<file path="config.mk">
export PLATFORM = sky130hd
export DESIGN_NAME = bfh_ctrl
export DESIGN_NICKNAME = d
export VERILOG_FILES = /design/src/rtl/bfh_pkg.sv /design/src/rtl/bfh_ctrl.sv
export SDC_FILE = /design/constraint.sdc
export NUM_CORES = 1
export LEC_CHECK = 0
export BUFFER_PORTS_ARGS = -buffer_cell sky130_fd_sc_hd__buf_2
export CORE_MARGIN = 1
export CORE_UTILIZATION = 35
export CTS_BUF_LIST = sky130_fd_sc_hd__clkbuf_8
export CTS_CLUSTER_SIZE = 25
export DETAILED_ROUTE_END_ITERATION = 8
export PLACE_DENSITY = 0.57
export REMOVE_ABC_BUFFERS = 1
export SYNTH_ARGS = -nofsm -noshare
export SYNTH_HDL_FRONTEND = slang
export SYNTH_SLANG_ARGS = --single-unit
</file>
<file path="constraint.sdc">
create_clock -name clock -period 4.2 [get_ports clock]
set_input_delay 0.21 -clock clock [delete_from_list [all_inputs] [get_ports clock]]
set_output_delay 0.21 -clock clock [all_outputs]
set_load 0.02 [all_outputs]
</file>
<file path="src/rtl/bfh_pkg.sv">
// Shared types, codes and helpers for the back/forward history ring.
package bfh_pkg;

   // Built depth of the entry store
   localparam int DEPTH_DEFAULT = 128;

   // Capacity register reset value and the slot count used for a zero write
   localparam logic [7:0] CAPACITY_RESET = 8'd100;
   localparam logic [7:0] DEFAULT_SLOTS  = 8'd100;

   // Operation codes
   localparam logic [1:0] FUNC_PUSH = 2'd0;
   localparam logic [1:0] FUNC_BACK = 2'd1;
   localparam logic [1:0] FUNC_FWD  = 2'd2;

   // Where the position fields of a result come from
   typedef enum logic [2:0] {
      SRC_ZERO = 3'b001,
      SRC_PUSH = 3'b010,
      SRC_MEM  = 3'b100
   } bfh_src_type;

   // Per-item result control and status
   typedef struct packed {
      logic        moved;
      bfh_src_type src;
      logic        can_back;
      logic        can_forward;
      logic [7:0]  held;
   } bfh_result_type;

   // One stored history entry
   typedef struct packed {
      logic [31:0] x;
      logic [31:0] y;
      logic [31:0] z;
      logic [4:0]  level;
   } bfh_entry_type;

   // Slots in use for a written capacity value, limited to the built depth
   function automatic logic [7:0] eff_cap(input logic [7:0] value, input int depth);
      logic [7:0] c;
      c = (value == 8'd0) ? DEFAULT_SLOTS : value;
      if (int'(c) > depth) begin
         c = 8'(depth);
      end
      return c;
   endfunction

   // (a + b) mod cap, for a < cap and b < cap
   function automatic logic [7:0] wrap_add(input logic [7:0] a, input logic [7:0] b,
                                           input logic [7:0] cap);
      logic [8:0] sum;
      sum = {1'b0, a} + {1'b0, b};
      if (sum >= {1'b0, cap}) begin
         sum = sum - {1'b0, cap};
      end
      return sum[7:0];
   endfunction

endpackage

</file>
<file path="src/rtl/bfh_ctrl.sv">
// Pointer control: capacity, oldest slot, cursor and entry count.
module bfh_ctrl
   import bfh_pkg::*;
#(
   parameter int DEPTH = DEPTH_DEFAULT,
   localparam int AW = (DEPTH > 1) ? $clog2(DEPTH) : 1
) (
   input  logic           clock,
   input  logic           reset,
   input  logic           step_en,
   input  logic [1:0]     func,
   input  logic           csr_we,
   input  logic [7:0]     csr_wdata,
   output logic           wr_en,
   output logic [AW-1:0]  wr_addr,
   output logic           rd_en,
   output logic [AW-1:0]  rd_addr,
   output bfh_result_type result
);

   // cur_ff holds cursor plus one, so zero means no current entry
   logic [7:0] cap_ff,    cap_in;
   logic [7:0] oldest_ff, oldest_in;
   logic [7:0] cur_ff,    cur_in;
   logic [7:0] held_ff,   held_in;

   logic [7:0] slot_cur;
   logic [7:0] slot_prev;
   logic [8:0] oldest_inc;

   // Slot of logical index cursor+1 (push append, forward) and cursor-1 (back)
   assign slot_cur   = wrap_add(oldest_ff, cur_ff, cap_ff);
   assign slot_prev  = wrap_add(oldest_ff, cur_ff - 8'd2, cap_ff);
   assign oldest_inc = {1'b0, oldest_ff} + 9'd1;

   // Work out the next pointers, store access and result
   always_comb begin
      cap_in             = cap_ff;
      oldest_in          = oldest_ff;
      cur_in             = cur_ff;
      held_in            = held_ff;
      wr_en              = 1'b0;
      wr_addr            = AW'(slot_cur);
      rd_en              = 1'b0;
      rd_addr            = AW'(slot_cur);
      result.moved       = 1'b0;
      result.src         = SRC_ZERO;
      if (csr_we) begin
         cap_in    = eff_cap(csr_wdata, DEPTH);
         oldest_in = 8'd0;
         cur_in    = 8'd0;
         held_in   = 8'd0;
      end else if (step_en) begin
         case (func)
            FUNC_PUSH: begin
               wr_en        = 1'b1;
               result.moved = 1'b1;
               result.src   = SRC_PUSH;
               if (cur_ff < cap_ff) begin
                  held_in = cur_ff + 8'd1;
                  cur_in  = cur_ff + 8'd1;
               end else begin
                  // slide the window: overwrite the oldest entry
                  wr_addr   = AW'(oldest_ff);
                  oldest_in = (oldest_inc == {1'b0, cap_ff}) ? 8'd0 : oldest_inc[7:0];
                  cur_in    = cap_ff;
                  held_in   = cap_ff;
               end
            end
            FUNC_BACK: begin
               if (cur_ff > 8'd1) begin
                  cur_in       = cur_ff - 8'd1;
                  rd_en        = 1'b1;
                  rd_addr      = AW'(slot_prev);
                  result.moved = 1'b1;
                  result.src   = SRC_MEM;
               end
            end
            FUNC_FWD: begin
               if (cur_ff != 8'd0 && cur_ff < held_ff) begin
                  cur_in       = cur_ff + 8'd1;
                  rd_en        = 1'b1;
                  result.moved = 1'b1;
                  result.src   = SRC_MEM;
               end
            end
            default: begin
               // unused code: leave the history as it is
            end
         endcase
      end
      result.can_back    = (cur_in > 8'd1);
      result.can_forward = (cur_in != 8'd0) && (cur_in < held_in);
      result.held        = held_in;
   end

   // Hold the pointer state
   always_ff @(posedge clock) begin
      if (reset) begin
         cap_ff    <= eff_cap(CAPACITY_RESET, DEPTH);
         oldest_ff <= 8'd0;
         cur_ff    <= 8'd0;
         held_ff   <= 8'd0;
      end else begin
         cap_ff    <= cap_in;
         oldest_ff <= oldest_in;
         cur_ff    <= cur_in;
         held_ff   <= held_in;
      end
   end

`ifndef SYNTHESIS
   a_cur_le_held: assert property (@(posedge clock) disable iff (reset)
      cur_ff <= held_ff)
      else $error("cursor beyond entry count");

   a_held_le_cap: assert property (@(posedge clock) disable iff (reset)
      held_ff <= cap_ff)
      else $error("entry count beyond capacity");

   a_oldest_lt_cap: assert property (@(posedge clock) disable iff (reset)
      oldest_ff < cap_ff)
      else $error("oldest slot outside window");

   a_back_steps: assert property (@(posedge clock) disable iff (reset)
      step_en && !csr_we && func == FUNC_BACK && cur_ff > 8'd1
      |=> cur_ff == $past(cur_ff) - 8'd1 && held_ff == $past(held_ff))
      else $error("back did not step the cursor by one");
`endif

endmodule

</file>
==> parameters.txt <==
Parameter                              Value

GRT
  Global routing usage on met3    0.02003
  Remaining global-route overflow    0
  Overall Global Routing Usage    0.2114
  Maximum number of pins on one net before global-route repair    26
  M1 GR Usage    0.2789
  Layer carrying the most global-route usage    met2
  Vias in the first global route    4176
  Met2 layer usage reported by global route    0.3604
  Number of antenna violations at the first check in global routing    0
  Wire length of the first global-routing pass    21600 um

Routing
  Via density    5.479
  Number of violations reported at the end of detailed-routing iteration 0    274
  Count of unresolved DRC violations after routing    0
  Remaining antenna violation count    0
  Number of vias in the routed layout    4427
  Detailed-routing iteration count for the pre-antenna-repair pass    5
  Average wire length per cell after detail routing    17.20 um
  Final WL    13900 um

Cells and area
  ANT cells    0
  Layout fillers    1300
  Area taken by multi-input logic gates    0.003615 mm2
  Final Net Count    721
  Sequential cell area    648.1 um2
  Area grow syn2layout    16.81%
  Final cell utilization of the core    0.4257
  Share of cells above drive strength 1    0.1922
  Post-layout instance count excluding filler cells    808

Timing
  Setup-violating endpoint count in the final report    0
  Hold Fails Final Rpt    0
  Period Utilization, post-route    0.9595
  Hold slack    0.1434 ns
  Fin Clk Skew    0.008607 ns
  Transition time at the pin with the least slew margin    0.5588 ns
  Min Clock Period, post-route    4.030 ns
  Setup ws final    0.1700 ns
  Count of final max-slew check failures    0
  Max-slew headroom    0.6275
  Max Clk Rate    248.1 MHz

Placement
  Number of buffers inserted by port buffering    43
  Post-DP HPWL    10720 um
  Placed Cells incl. Taps    792
  Routability congestion estimate from global placement    0.9002
  Placement Setup Slack    0.2024 ns

Worst setup path
  Worst setup EP type    primary output
  Cell type of the slowest stage on the worst timing path    a2111o_2
  Worst setup path class    flop to primary output
  Req. time, crit path    3.99 ns
  Type of element launching the critical path    flop
  Peak fanout along the critical path    7
  Worst reg2reg setup slack    1.50 ns
  Arrival time at the worst endpoint    3.82 ns
  Peak per-stage delay on the critical path    0.54 ns
  Cells along the critical path    or3_1 > nor3_1 > xor2_1 > ha_1 > xnor2_2 > ha_4 > and2_1 > o21ai_0 > o21ai_0 > a2111o_2 > mux2i_1 > mux2i_1 > buf_4

Power
  Pwr Density    187.1 mW/mm2
  Proportion of power drawn by flip-flops and latches    0.327
  Total power consumption of the routed design    0.0009728 W
  Worst ir drop on vdd    122.1 uV
  Combinational power share    0.404
  Switching share of power    0.3805
  Share of total power in the clock network    0.270
  Pleak    2.427 nW
  Internal power summed over all cells    0.0006027 W
  P_sw    0.0003701 W

Synth
  Flops & latches, synth    32
  Post-synth cell types    64
  Post-synthesis instance area    0.004451 mm2
  Most instantiated cells after synthesis    ha_1, nor2_1, inv_1, a21oi_1, o21ai_0
  Area share of the largest cell type after synthesis    0.1799
  Count of mapped cells out of synthesis    585
  Synthesized area per cell    7.608 um2
  Number of enable flip-flop cells after synthesis    0
  Area leader, netlist    ha_1
  Cells taking the most area after synthesis    ha_1, dfxtp_1, mux2i_1
  Most repeated cell in the gate-level netlist after synthesis    ha_1
  FFs w/ async S/R, synth    0
  Most used flip-flop cell after synthesis    dfxtp_1
  Seq/Total Area, Yosys    0.1439
  Synth warn    0

Clock tree
  Clock tree from TritonCTS    built
  Number of hold buffers added after cts    0
  Inserted Clock Buffers    5
  Cell at the root of the clock tree    clkbuf_8
  Clock Sink Count    32
  Clock slew at the register clock pins of the worst setup and hold paths    0.08 ns
  Worst-Skew Late Latency    0.29 ns
  Clock buffer depth    2
  H-tree lvl count    2

Floorplan
  Placement Rows    40
  Total core area    0.01221 mm2
  Floorplan die width    114.8 um
  Boundary Pins    44
  Initial cell density of the core    0.3644
  Die H    114.8 um
  Total die area    0.01317 mm2

Flow run
  # Max-Cap Violations    0

Hold path
  Worst min-delay path category    input port to flop

Run status
  Run status    completed
[metrics by stage]
stage          instance area, um2  TNS [ns]
2_1_floorplan                4323         0
3_3_place_gp                 4921         0
3_5_place_dp                 4921         0
4_1_cts                      5032         0
5_1_grt                      5199   -0.1098
6_report                     5199         0
[path summary, 6_finish.rpt]
check / startpoint / endpoint / cells past startpoint
setup / recovery: cur_ff[4] / rd_addr[0] / 13
hold / removal: csr_wdata[3] / cap_ff[3] / 3
setup reg to reg: cur_ff[4] / cur_ff[0] / 10
hold reg to reg: cap_ff[2] / cap_ff[2] / 2
[routing by layer]
layer / wire length (um) / share of wire
met1: 6400 / 0.46
met2: 6459 / 0.46
met3: 650 / 0.047
met4: 391 / 0.028
met5: 0 / 0
[cell usage in the layout, fill, tap and decap left out, types with 8 or more instances in the layout]
master    count
ha_1         61
nor2_1       53
inv_1        45
buf_2        40
a21oi_1      37
o21ai_0      35
nand2_1      34
buf_4        34
xnor2_1      26
dfxtp_1      26
mux2i_1      25
nor3_1       20
xor2_1       19
a21o_1       16
nand3_1      14
nor2b_1      12
a21oi_2       8
o21bai_1      8
nand2b_1      8
a31oi_1       8
[layout make-up]
class	instances	area share
clock inverters	2	0.002166
repair buffers	74	0.08761
multi-input cells	479	0.6953
flip-flops and latches	32	0.1247
well taps	168	0.04043
clock buffers	6	0.01588
inverters	47	0.03393
[cell families (layout without fill, tap and decap cells)]
| family | count (synthesis) | in the layout | synth area share |
|---|---|---|---|
| flops | 32 | 32 | 0.1439 |
| compound gates | 156 | 156 | 0.2322 |
| xor+xnor | 46 | 46 | 0.09053 |
| buf+inv | 74 | 129 | 0.06832 |
| fa+ha+maj | 68 | 68 | 0.1979 |
| simple gates | 182 | 182 | 0.2061 |
| mux | 27 | 27 | 0.06101 |
[worst max-delay path, delay by kind of cell (launching register included)]
kind	cells	cell delay [ns]
AND/OR/NAND/NOR	3	0.77
XOR/XNOR	2	0.42
flip-flops	1	0.43
adder cells (fa/ha/maj)	2	0.54
buffers and inverters	1	0.16
AO/OA/AOI/OAI	3	0.79
multiplexers	2	0.40
[state kept, by name, summed over array words and instances, names as in the netlist]
signal,count
cap_ff,8
cur_ff,8
held_ff,8
oldest_ff,8
[power groups by stage]
stage               combinational (W)  clock, W  sequential (W)
floorplan                    0.000257         0        0.000326
global placement             0.000363         0        0.000324
detailed placement           0.000368         0        0.000324
CTS                          0.000373  0.000264        0.000317
global route                 0.000430  0.000276        0.000318
finish                       0.000393  0.000262        0.000318
[repair_timing]
| item | CTS | global route |
|---|---|---|
| gates resized for setup | 5 | 30 |
| pin swaps | 2 | 12 |
| setup endpoints to repair | 13 | 15 |
| hold endpoints to repair | 0 | 0 |
| gates cloned | 0 | 0 |
| buffers inserted | 1 | 7 |
No activity file was read; power rests on OpenSTA's default activity.
